**src/rtl/core/vtd_pkg.sv**
```systemverilog
// Shared types, constants and control structs for the vertex triple dedup table.
package vtd_pkg;

  // Default sizes of the table and of the stored index words.
  localparam int unsigned DefTableDepth = 256;
  localparam int unsigned DefRefBits    = 16;

  // Fixed widths of the port fields.
  localparam int unsigned FieldW = 16;
  localparam int unsigned SlotW  = 8;

  // One face corner on the input side.
  typedef struct packed {
    logic              start_mesh;
    logic [FieldW-1:0] position_ref;
    logic [FieldW-1:0] texcoord_ref;
    logic [FieldW-1:0] normal_ref;
  } in_beat_t;

  // One result on the output side.
  typedef struct packed {
    logic [SlotW-1:0]  vertex_slot;
    logic              is_new;
    logic              overflow;
    logic [FieldW-1:0] position_zero;
    logic [FieldW-1:0] texcoord_zero;
    logic [FieldW-1:0] normal_zero;
  } out_beat_t;

  // Commands from the controller to the datapath.
  typedef struct packed {
    logic load;  // capture the corner and clear the table on start
    logic scan;  // step the table search
    logic emit;  // finish the corner and load the output register
  } ctrl_cmd_t;

  // Status from the datapath back to the controller.
  typedef struct packed {
    logic hit;       // the entry under compare matches
    logic exhausted; // every valid entry has been compared
    logic out_free;  // the output register can take a beat this cycle
  } dp_status_t;

endpackage

```
**src/rtl/core/vtd_ctrl.sv**
```systemverilog
// Controller state machine that sequences load, table search and result for each corner.
module vtd_ctrl (
  input  logic                clk_i,
  input  logic                rst_ni,
  input  logic                in_valid_i,
  output logic                in_ready_o,
  input  vtd_pkg::dp_status_t status_i,
  output vtd_pkg::ctrl_cmd_t  cmd_o
);

  typedef enum logic [1:0] {
    StIdle,
    StScan,
    StFinish
  } state_e;

  state_e state_q, state_d;

  // Next state.
  always_comb begin
    state_d = state_q;
    unique case (state_q)
      StIdle: begin
        if (in_valid_i) begin
          state_d = StScan;
        end
      end
      StScan: begin
        if (status_i.hit || status_i.exhausted) begin
          state_d = StFinish;
        end
      end
      StFinish: begin
        if (status_i.out_free) begin
          state_d = StIdle;
        end
      end
      default: state_d = StIdle;
    endcase
  end

  // State register.
  always_ff @(posedge clk_i or negedge rst_ni) begin
    if (!rst_ni) begin
      state_q <= StIdle;
    end else begin
      state_q <= state_d;
    end
  end

  // Commands decoded from the current state.
  assign in_ready_o = (state_q == StIdle);
  assign cmd_o.load = (state_q == StIdle) && in_valid_i;
  assign cmd_o.scan = (state_q == StScan);
  assign cmd_o.emit = (state_q == StFinish) && status_i.out_free;

endmodule

```
**config.mk**
```make
export PLATFORM = sky130hd
export DESIGN_NAME = vtd_ctrl
export DESIGN_NICKNAME = d
export VERILOG_FILES = /design/src/rtl/core/vtd_pkg.sv /design/src/rtl/core/vtd_ctrl.sv
export SDC_FILE = /design/constraint.sdc
export NUM_CORES = 1
export LEC_CHECK = 0
export ABC_AREA = 1
export ABC_CLOCK_PERIOD_IN_PS = 1000
export BUFFER_PORTS_ARGS = -buffer_cell sky130_fd_sc_hd__buf_2
export CORE_AREA = 2 2 39 41
export DETAILED_ROUTE_END_ITERATION = 6
export DIE_AREA = 0 0 41 43
export PLACE_DENSITY = 0.36
export SYNTH_ARGS = -nofsm -noshare
export SYNTH_HDL_FRONTEND = slang
export SYNTH_SLANG_ARGS = --single-unit
export TNS_END_PERCENT = 5
```
**constraint.sdc**
```tcl
create_clock -name clk_i -period 1 [get_ports clk_i]
set_clock_uncertainty 0.1 [all_clocks]
set_input_delay 0.15 -clock clk_i [delete_from_list [all_inputs] [get_ports clk_i]]
set_output_delay 0.15 -clock clk_i [all_outputs]
set_load 0.01 [all_outputs]
```
* After elaboration in Yosys (flattened, before gate mapping)
Cells that the tools add are included.
Operators by class: equality and inequality tests 5, mux-type cells 4, reductions and logical operators 5
Operators with widths (number):
- two-way mux 2 bit | 3
- case mux 2 bit (3 select lines) | 1
- inequality test 2 bit (second input constant) | 2
- AND reduction 3 bit | 1
- == test 2 x 1 -> 1 bit (second input constant) | 1
- == test 2 bit (second input constant) | 1
- logical AND 1 bit | 2
- zero test 2 bit | 1
- inequality test 2 x 1 -> 1 bit (second input constant) | 1
- logical OR 1 bit | 1
Storage, ports and cells: bits in registers 2, bits of input ports 6, output and inout bits 4

* Longest topological paths before layout
Gate-level depths: netlist (run 1).
word-level depth 3, gate-level depth with buffers 4, mapped depth without buffers 4

* Worst setup path after synthesis (run 1)
Ideal clock, no wire load.
path type flip-flop to output port, from reg state_q[1], to out cmd_o[2] in the netlist's numbering, data arrival time 0.743 ns, slack 0.007 ns, stages on the path, launching flop included 4, path buffers 0, cells stage by stage dfrtp_1 nor2_2 nand2_2 inv_1
RTL lines:
- start: declaration | line vtd_ctrl.sv:17 | state_e state_q, state_d;
- start signal: assignment | line vtd_ctrl.sv:45 | state_q <= StIdle;
- start signal: assignment | line vtd_ctrl.sv:47 | state_q <= state_d;
- end: declaration | line vtd_ctrl.sv:8 | output vtd_pkg::ctrl_cmd_t cmd_o

==> results of run 1 <==
==> power by group through the flow <==
stage          Sequential, mW  Clock, mW  Combinational [mW]
2_1_floorplan           0.160          0               0.166
4_1_cts                 0.144      0.193               0.363
5_1_grt                 0.145      0.215               0.385
6_report                0.143      0.187               0.355
3_3_place_gp            0.165          0               0.282
3_5_place_dp            0.164          0               0.282
==> worst max-delay path, stage by stage (launching register included) <==
cell and delay (ns):
dfrtp_1 0.37, nor2_2 0.15, nand2_2 0.06, inv_1 0.05
buf_2 0.11
==> metrics by stage <==
step	hold WS, ns	TNS, ns	total power [mW]	utilization (%)	area, sq um
finish	0.0795	-0.803	0.686	17.8	246
global route	0.102	-0.990	0.745	17.8	246
CTS	0.0821	-0.857	0.701	17.8	246
detailed placement	-0.161	-0.0387	0.447	14.5	200
global placement	-0.162	-0.0455	0.447	14.5	200
floorplan	-0.246	0	0.326	-	128
==> timing repair <==
| action | CTS | global route |
|---|---|---|
| gates resized for setup | 1 | 0 |
| hold buffers | 1 | 0 |
| hold endpoints to repair | 2 | 0 |
| setup endpoints to repair | 4 | 4 |
| gates cloned | 0 | 0 |
| setup buffers | 1 | 0 |
| pin swaps | 2 | 0 |
==> cell usage in the layout, fill, tap and decap left out <==
cell,n
dlygate4sd3_1,1
nand2_1,6
nor2_1,2
inv_2,1
dfrtp_1,2
buf_2,8
buf_4,2
clkbuf_4,3
nor2_2,1
inv_1,4
nor2_4,1
nand3_1,1
buf_6,1
nand2_2,1
==> cell type report <==
class | count | share of cell area, %
clock buffer | 3 | 9.14
inverter | 5 | 7.61
multi-input combinational | 12 | 23.9
sequential | 2 | 20.3
tap | 16 | 8.12
timing repair buffer | 12 | 31.0
==> logic make-up (layout without fill, tap and decap cells) <==
group	after synthesis	in the layout	share of synthesized area, %
buffers and inverters	5	20	14.7
DFF	2	2	39.2
and+or+nand+nor	12	12	46.1
==> worst max path at each step <==
stage,from,end,cells after the start
2_1_floorplan,state_q[1]$_DFFE_PN0P_,cmd_o[2],3
3_3_place_gp,state_q[1]$_DFFE_PN0P_,cmd_o[2],4
3_5_place_dp,state_q[1]$_DFFE_PN0P_,cmd_o[2],4
4_1_cts,state_q[1]$_DFFE_PN0P_,cmd_o[2],4
5_1_grt,state_q[0]$_DFFE_PN0P_,cmd_o[0],4
6_report,state_q[1]$_DFFE_PN0P_,cmd_o[2],4
==> routing by layer <==
| metal | up-vias | track usage, % | part of all wire (%) | wire (microns) |
|---|---|---|---|---|
| li1 | 85 | - | - | - |
| met2 | 9 | 4.38 | 40 | 131 |
| met3 | 2 | 4.71 | 11 | 36 |
| met5 | - | 0 | 0 | 0 |
| met4 | 0 | 10.0 | 2.5 | 8 |
| met1 | 52 | 6.43 | 46 | 150 |
==> impl_summary.txt, run 1 <==
----------------------------------------------------
[Run status]
  Outcome ... finished with violations
  Violations in the final reports ... setup timing

[Die]
  Die outline area ... 1760 sq um
  I/O pin total ... 10
  Total number of placement rows ... 14
  Die outline width ... 41 microns
  Floorplan core area ... 1380 sq um
  Effective utilization at floorplan ... 9.22%
  Die boundary height ... 43 microns

[Layout]
  Largest registers in the final layout ... state_q (2)
  Antenna fix cells ... 0
  Number of flip-flops under the largest register name ... 2
  Layout overhead on the synthesized area ... 93.1%
  # fillers ... 163
  Register name with the most flops ... state_q
  Fraction of layout cells with a size suffix above 1 ... 52.9%
  Area taken by flip-flops and latches ... 50.0 sq um
  Final instance count without filler cells ... 50
  Area used by multi-input combinational logic ... 58.8 sq um
  Final layout net count ... 42

[Logic synthesis]
  Share of Yosys cell area claimed by the top area cell type ... 39.2%
  Post-synth top cells ... nand2_1 (6), inv_1 (4), dfrtp_1 (2), nor2_1 (2)
  Post-Synthesis Net Count ... 25
  Post-Syn Area per Cell ... 6.72 sq um
  Proportion of synthesized flip-flops having asynchronous set or reset ... 100%
  Leading cell type by number of instances after synthesis ... nand2_1
  Cell types with the largest area share after synthesis ... dfrtp_1 (39%), nand2_1 (18%), inv_1 (12%)
  Number of synthesized flops with an enable pin ... 0
  Distinct cell type count after synthesis ... 9
  Number of synthesis warnings ... 0
  Synthesized area ... 128 sq um
  Number of synthesized register bits ... 2
  Sequential element share of the synthesized area ... 39.2%
  Dominant cell type by area after synthesis ... dfrtp_1
  Most instantiated flip-flop cell in the synthesis netlist ... dfrtp_1
  Cells after synthesis ... 19

[Drt]
  Total via count in the routed design ... 148
  Via density per instance ... 2.96
  Post-detailed-route wirelength per cell ... 6.52 microns
  Drt drc ... 0
  Remaining antenna violation count ... 0
  Number of iterations in the first detailed-routing pass ... 1
  Drt initial violations ... 0
  Routed Wire Length ... 326 microns

[Critical path]
  CP max FO ... 2
  Worst endpoint data arrival time ... 0.97 ns
  Internal reg-to-reg setup slack ... 0.08 ns
  Launch instance of the worst register-to-register path ... state_q[1]$_DFFE_PN0P_
  Category of the most critical setup path ... reg2out
  Endpoint type of the worst setup path ... output pin
  R2R depth ... 4
  Required arrival time at the worst endpoint ... 0.75 ns
  Setup crit start kind ... register
  Reg2reg end ... state_q[0]$_DFFE_PN0P_

[GRT]
  Initial antenna violation count ... 0
  First-pass GRT wire length ... 538 microns
  Total congestion overflow ... 0
  Gr usage total ... 5.82%
  Number of global-route vias before repair ... 125
  Largest net degree at the start of global routing ... 4

[STA]
  Hold Violations, Final ... 0
  Total setup violations reported at the end of the flow ... 4
  Min Tclk post-route ... 1.22 ns
  Post-route setup slack ... -0.223 ns
  Maximum achievable frequency ... 0.818 GHz
  Final clock period utilization by the worst path ... 122%
  Max-slew violation count ... 0
  Headroom to the max-slew limit ... 91.3%
  RSZ-0062 raised after global routing ... true
  Slew @ Worst Pin ... 0.130 ns

[Power]
  Switching power ... 0.260 mW
  Share of total power in sequential cells ... 20.9%
  Logic pwr share ... 51.8%
  Clock power share ... 27.3%
  Largest vdd supply drop ... 0.000686 V
  Areal power density over the cells ... 2780 nW/um^2
  Internal power contribution ... 0.425 mW
  Static leakage ... 0.149 nW
  Net switching fraction of the power ... 38.0%

[Clock network]
  Clock tree from TritonCTS ... yes
  Clock root cell ... clkbuf_4
  Clock sinks ... 2
  Max Root-Sink Buffers ... 2
  Clock insertion delay at the later pin of the skew report ... 0.23 ns
  Maximum level of the CTS H-tree ... 1
  Clock buffers created by TritonCTS ... 3
  Clock transition time at the flip-flop clock pins of the worst setup and hold paths ... 0.03 ns

[Hold path]
  Worst hold path class ... in2reg
  Min-Delay Path Depth ... 4
  Origin of the worst min-delay path ... status_i[2]
  WHS Endpoint ... state_q[0]$_DFFE_PN0P_

[Place]
  Count of buffers from port buffering ... 9
  Setup WS pre-CTS ... -0.0387 ns
  RD Place Congestion ... 0.607
  Number of placed cells counting well taps ... 45

[Flow run]
  Number of maximum-capacitance violations ... 0

----------------------------------------------------
Note: power is estimated with default switching activity, not from simulation.
==> inputs of run 2 (changes only) <==
--- a/config.mk
+++ b/config.mk
@@ -15,4 +15,3 @@
 export SYNTH_ARGS = -nofsm -noshare
 export SYNTH_HDL_FRONTEND = slang
 export SYNTH_SLANG_ARGS = --single-unit
-export TNS_END_PERCENT = 5
==> run 2 against run 1 <==
The run still ends with setup timing left. Fmax barely moved. Register-to-register slack got worse by 0.05 ns. First-iteration DRC count did not move. Critical path depth did not move. Non-clock buffer count rose by 1. Power rose by 3.7%. Via count rose by 3.4%. Combinational power rose by 7.3%. Global-route usage did not move. Clock-buffer cell count did not move. Worst setup slack barely moved. Die area did not move. Largest cell class unchanged.
==> impl_summary.txt, run 2 (synthesis results as in run 1) <==
----------------------------------------------------
[Run status]
  Outcome ... finished with violations
  Violations in the final reports ... setup timing

[Place]
  Number of placed cells counting well taps ... 45
  Count of buffers from port buffering ... 9
  Placed cell areas ... 200 sq um
  RD Place Congestion ... 0.607
  Setup WS pre-CTS ... -0.0387 ns

[Critical path]
  Internal reg-to-reg setup slack ... 0.03 ns
  Endpoint type of the worst setup path ... output pin
  Required arrival time at the worst endpoint ... 0.75 ns
  Category of the most critical setup path ... reg2out
  Setup crit start kind ... register
  Worst endpoint data arrival time ... 0.97 ns
  Worst path bufs/invs ... 2
  CP delay by family, top ... flip-flops
  CP max FO ... 2
  Master of the slowest instance on the critical path ... dfrtp_1
  Critical Path, Cell by Cell ... nor2_2 -> nand2_2 -> inv_1 -> buf_2
  Slowest stage delay, CP ... 0.37 ns

[Power]
  Areal power density over the cells ... 2800 nW/um^2
  Static leakage ... 0.154 nW
  Largest vdd supply drop ... 0.000685 V
  Sum of internal, switching and leakage power ... 0.711 mW

[STA]
  Final clock period utilization by the worst path ... 122%
  Hold Violations, Final ... 0
  Minimum hold slack ... 0.0796 ns
  Min Tclk post-route ... 1.22 ns
  Total setup violations reported at the end of the flow ... 4
  Maximum achievable frequency ... 0.818 GHz
  RSZ-0062 raised after global routing ... true
  Post-route setup slack ... -0.223 ns
  Headroom to the max-slew limit ... 91.3%
  Slew @ Worst Pin ... 0.130 ns
  Max-slew violation count ... 0
  Total Negative Setup Slacks ... -0.778 ns

[GRT]
  Gr usage total ... 5.82%
  Initial antenna violation count ... 0
  First-pass GRT wire length ... 538 microns
  Total congestion overflow ... 0
  Number of global-route vias before repair ... 127
  Largest net degree at the start of global routing ... 4

[Die]
  Die outline area ... 1760 sq um
  Floorplan core area ... 1380 sq um
  Effective utilization at floorplan ... 9.22%
  Die boundary height ... 43 microns
  I/O pin total ... 10
  Total number of placement rows ... 14
  Die outline width ... 41 microns

[Clock network]
  Clock root cell ... clkbuf_4
  Max Root-Sink Buffers ... 2
  Clock insertion delay at the later pin of the skew report ... 0.23 ns
  Clock sinks ... 2
  Clock transition time at the flip-flop clock pins of the worst setup and hold paths ... 0.03 ns
  Maximum level of the CTS H-tree ... 1
  Clock buffers created by TritonCTS ... 3
  Clock tree from TritonCTS ... yes

[Layout]
  Fraction of layout cells with a size suffix above 1 ... 54.3%
  Final layout net count ... 43
  Largest registers in the final layout ... state_q (2)
  Total non-filler cell area in the finished layout ... 254 sq um
  Layout overhead on the synthesized area ... 99.0%
  Final instance count without filler cells ... 51
  Number of flip-flops under the largest register name ... 2
  Register name with the most flops ... state_q
  Most common cell after layout, fill and taps aside ... buf_2
  Most used cells in the layout excluding fill and tap cells ... buf_2 (8), nand2_1 (6), inv_1 (4)
  Antenna fix cells ... 0
  Core occupancy in the finished layout ... 18.4%

[Hold path]
  Worst hold path class ... in2reg

[Drt]
  WL met3 ... 36 microns
  Via density per instance ... 3.00
  Drt initial violations ... 0
  Routed met2 length ... 135 microns
  Drt drc ... 0
  Routed Wire Length ... 329 microns
  Post-detailed-route wirelength per cell ... 6.45 microns
  Top layer in use ... met4
  Remaining antenna violation count ... 0
  Number of iterations in the first detailed-routing pass ... 1
  Met1 layer wirelength in the final routing ... 149 microns
  Total via count in the routed design ... 153

[Flow run]
  Number of maximum-capacitance violations ... 0

----------------------------------------------------
-- run 2: layer usage --
layer  vias to the layer above  track usage [%]
li1                         87                -
met1                        55             6.43
met2                         9             4.38
met3                         2             4.71
met4                         0             10.0
met5                         -                0
-- run 2: path summary, 6_finish.rpt --
check / to / depth (start not counted) / startpoint
setup reg to reg: state_q[0]$_DFFE_PN0P_ / 5 / state_q[1]$_DFFE_PN0P_
max in group asynchronous: state_q[1]$_DFFE_PN0P_ / 2 / rst_ni
hold reg to reg: state_q[1]$_DFFE_PN0P_ / 3 / state_q[0]$_DFFE_PN0P_
min in group asynchronous: state_q[0]$_DFFE_PN0P_ / 2 / rst_ni
hold / removal: state_q[0]$_DFFE_PN0P_ / 4 / status_i[2]
setup / recovery: cmd_o[2] / 4 / state_q[1]$_DFFE_PN0P_
-- run 2: layout make-up --
cell class / instances / area [sq um]
Inverter: 5 / 18.8
Tap cell: 16 / 20.0
Multi-Input combinational cell: 12 / 58.8
Fill cell: 165 / 1130
Timing Repair Buffer: 13 / 83.8
Clock buffer: 3 / 22.5
Sequential cell: 2 / 50.0
-- run 2: worst min-delay path: stages --
cell     delay, ns
buf_2         0.08
nor2_1        0.03
nand2_1       0.05
nand2_1       0.04
-- run 2: report_power, final --
group	switching (mW)	internal [mW]
registers	0.0252	0.118
logic	0.185	0.196
clock network	0.0537	0.133
-- run 2: repair_timing --
| action | CTS | global route |
|---|---|---|
| setup buffers | 2 | 0 |
| setup endpoints to repair | 4 | 5 |
| resized for setup | 1 | 0 |
| pin swaps | 2 | 0 |
| endpoints found under the hold margin | 2 | 0 |
| hold buffers | 1 | 0 |
==> inputs of run 3 (changes only) <==
--- a/config.mk
+++ b/config.mk
@@ -12,6 +12,7 @@
 export DETAILED_ROUTE_END_ITERATION = 6
 export DIE_AREA = 0 0 41 43
 export PLACE_DENSITY = 0.36
+export RECOVER_POWER = 25
 export SYNTH_ARGS = -nofsm -noshare
 export SYNTH_HDL_FRONTEND = slang
 export SYNTH_SLANG_ARGS = --single-unit
==> run 3 against run 2 <==
The run still ends with setup timing left. Flip-flop and latch count is the same. Via count is the same. Sequential share of layout area grew 0.098 points. Combinational power is essentially flat. Non-clock buffer count is the same. First-iteration DRC count is the same. Power is essentially flat. Die area is the same. Critical path depth is the same. Largest power group unchanged.
==> impl_summary.txt, run 3 (synthesis results as in run 1) <==
----------------------------------------------------
[Run status]
  Outcome ... finished with violations
  Violations in the final reports ... setup timing

[Drt]
  Post-detailed-route wirelength per cell ... 6.45 microns
  Routed Wire Length ... 329 microns
  Total via count in the routed design ... 153
  Via density per instance ... 3.00
  Number of iterations in the first detailed-routing pass ... 1
  Drt initial violations ... 0
  Drt drc ... 0
  Remaining antenna violation count ... 0

[Place]
  Setup WS pre-CTS ... -0.0387 ns
  RD Place Congestion ... 0.607
  Count of buffers from port buffering ... 9
  Placed cell areas ... 200 sq um

[STA]
  Post-route setup slack ... -0.223 ns
  Total setup violations reported at the end of the flow ... 4
  Total Negative Setup Slacks ... -0.778 ns
  Minimum hold slack ... 0.0796 ns
  Maximum achievable frequency ... 0.818 GHz
  Headroom to the max-slew limit ... 91.3%
  Slew @ Worst Pin ... 0.130 ns
  Final clock period utilization by the worst path ... 122%
  Max-slew violation count ... 0
  RSZ-0062 raised after global routing ... true
  Hold Violations, Final ... 0
  Min Tclk post-route ... 1.22 ns

[Clock network]
  Clock sinks ... 2
  Clock tree from TritonCTS ... yes
  Clock buffers created by TritonCTS ... 3
  Maximum level of the CTS H-tree ... 1
  Clock transition time at the flip-flop clock pins of the worst setup and hold paths ... 0.03 ns
  Max Root-Sink Buffers ... 2
  Clock insertion delay at the later pin of the skew report ... 0.23 ns
  Clock root cell ... clkbuf_4

[Critical path]
  Worst path bufs/invs ... 2
  Endpoint type of the worst setup path ... output pin
  Worst endpoint data arrival time ... 0.97 ns
  CP delay by family, top ... flip-flops
  Master of the slowest instance on the critical path ... dfrtp_1
  Category of the most critical setup path ... reg2out
  Required arrival time at the worst endpoint ... 0.75 ns
  CP max FO ... 2
  Slowest stage delay, CP ... 0.37 ns
  Setup crit start kind ... register
  Critical Path, Cell by Cell ... nor2_2 -> nand2_2 -> inv_1 -> buf_2

[Layout]
  Largest registers in the final layout ... state_q (2)
  Most used cells in the layout excluding fill and tap cells ... buf_2 (7), nand2_1 (6), inv_1 (4)
  Fraction of layout cells with a size suffix above 1 ... 51.4%
  Most common cell after layout, fill and taps aside ... buf_2
  Antenna fix cells ... 0
  Number of flip-flops under the largest register name ... 2
  Total non-filler cell area in the finished layout ... 253 sq um
  Register name with the most flops ... state_q
  Final layout net count ... 43
  Layout overhead on the synthesized area ... 98.0%
  # fillers ... 166

[Die]
  I/O pin total ... 10
  Die outline area ... 1760 sq um
  Die boundary height ... 43 microns
  Total number of placement rows ... 14
  Die outline width ... 41 microns
  Floorplan core area ... 1380 sq um
  Effective utilization at floorplan ... 9.22%

[GRT]
  Total congestion overflow ... 0
  Largest net degree at the start of global routing ... 4
  Gr usage total ... 5.82%
  Initial antenna violation count ... 0
  Number of global-route vias before repair ... 127
  First-pass GRT wire length ... 538 microns

[Power]
  Areal power density over the cells ... 2810 nW/um^2
  Static leakage ... 0.151 nW
  Largest vdd supply drop ... 0.000685 V
  Sum of internal, switching and leakage power ... 0.711 mW

[Flow run]
  Number of maximum-capacitance violations ... 0

[Hold path]
  Worst hold path class ... in2reg

----------------------------------------------------
[run 3: cell types whose count changed in the layout (fill, tap and decap cells not counted)]
cell / delta
buf_2: -1
clkbuf_1: +1
[run 3: metal layers]
layer | up-vias | wire, microns | GRT usage (%)
li1 | 87 | - | -
met1 | 55 | 149 | 6.43
met2 | 9 | 135 | 4.38
met3 | 2 | 36 | 4.71
met4 | 0 | 8 | 10.0
met5 | - | 0 | 0
[run 3: metrics by stage]
stage          instances  util (%)
6_report              51      18.3
2_1_floorplan         19         -
3_5_place_dp          45      14.5
5_1_grt               51      18.3
3_3_place_gp          45      14.5
4_1_cts               51      18.4
[run 3: path summary, 6_finish.rpt]
| check | startpoint | endpoint | slack [ns] | depth (start not counted) |
|---|---|---|---|---|
| worst max-delay path | state_q[1]$_DFFE_PN0P_ | cmd_o[2] | -0.22 | 4 |
| worst min-delay path | status_i[2] | state_q[0]$_DFFE_PN0P_ | 0.08 | 4 |
| worst max register to register | state_q[1]$_DFFE_PN0P_ | state_q[0]$_DFFE_PN0P_ | 0.03 | 5 |
| worst min register to register | state_q[0]$_DFFE_PN0P_ | state_q[1]$_DFFE_PN0P_ | 0.49 | 3 |
| max in group asynchronous | rst_ni | state_q[1]$_DFFE_PN0P_ | 0.53 | 2 |
| min in group asynchronous | rst_ni | state_q[0]$_DFFE_PN0P_ | 0.14 | 2 |
[run 3: worst reg2reg max path, delay by kind of cell, from the launching register on]
family                 cells  cell delay, ns
and+or+nand+nor            3            0.18
buffers and inverters      2            0.26
DFF                        1            0.37
[run 3: area by class of cell]
class                           instances  area (sq um)  area share [%]
Sequential cell                         2          50.0            19.8
Clock buffer                            3          22.5            8.91
Tap cell                               16          20.0            7.92
Multi-Input combinational cell         12          58.8            23.3
Timing Repair Buffer                   13          82.6            32.7
Inverter                                5          18.8            7.43
[run 3: repair_timing]
item / 4_1_cts / 5_1_grt
hold endpoints to repair: 2 / 0
setup endpoints to repair: 4 / 5
cloned: 0 / 0
buffers inserted: 2 / 0
gates resized for setup: 1 / 0
pin swaps: 2 / 0
hold buffers: 1 / 0
[run 3: power by group]
part | internal (mW) | switching [mW]
Combinational | 0.195 | 0.185
Clock | 0.133 | 0.0537
Sequential | 0.118 | 0.0252
Total | 0.447 | 0.264
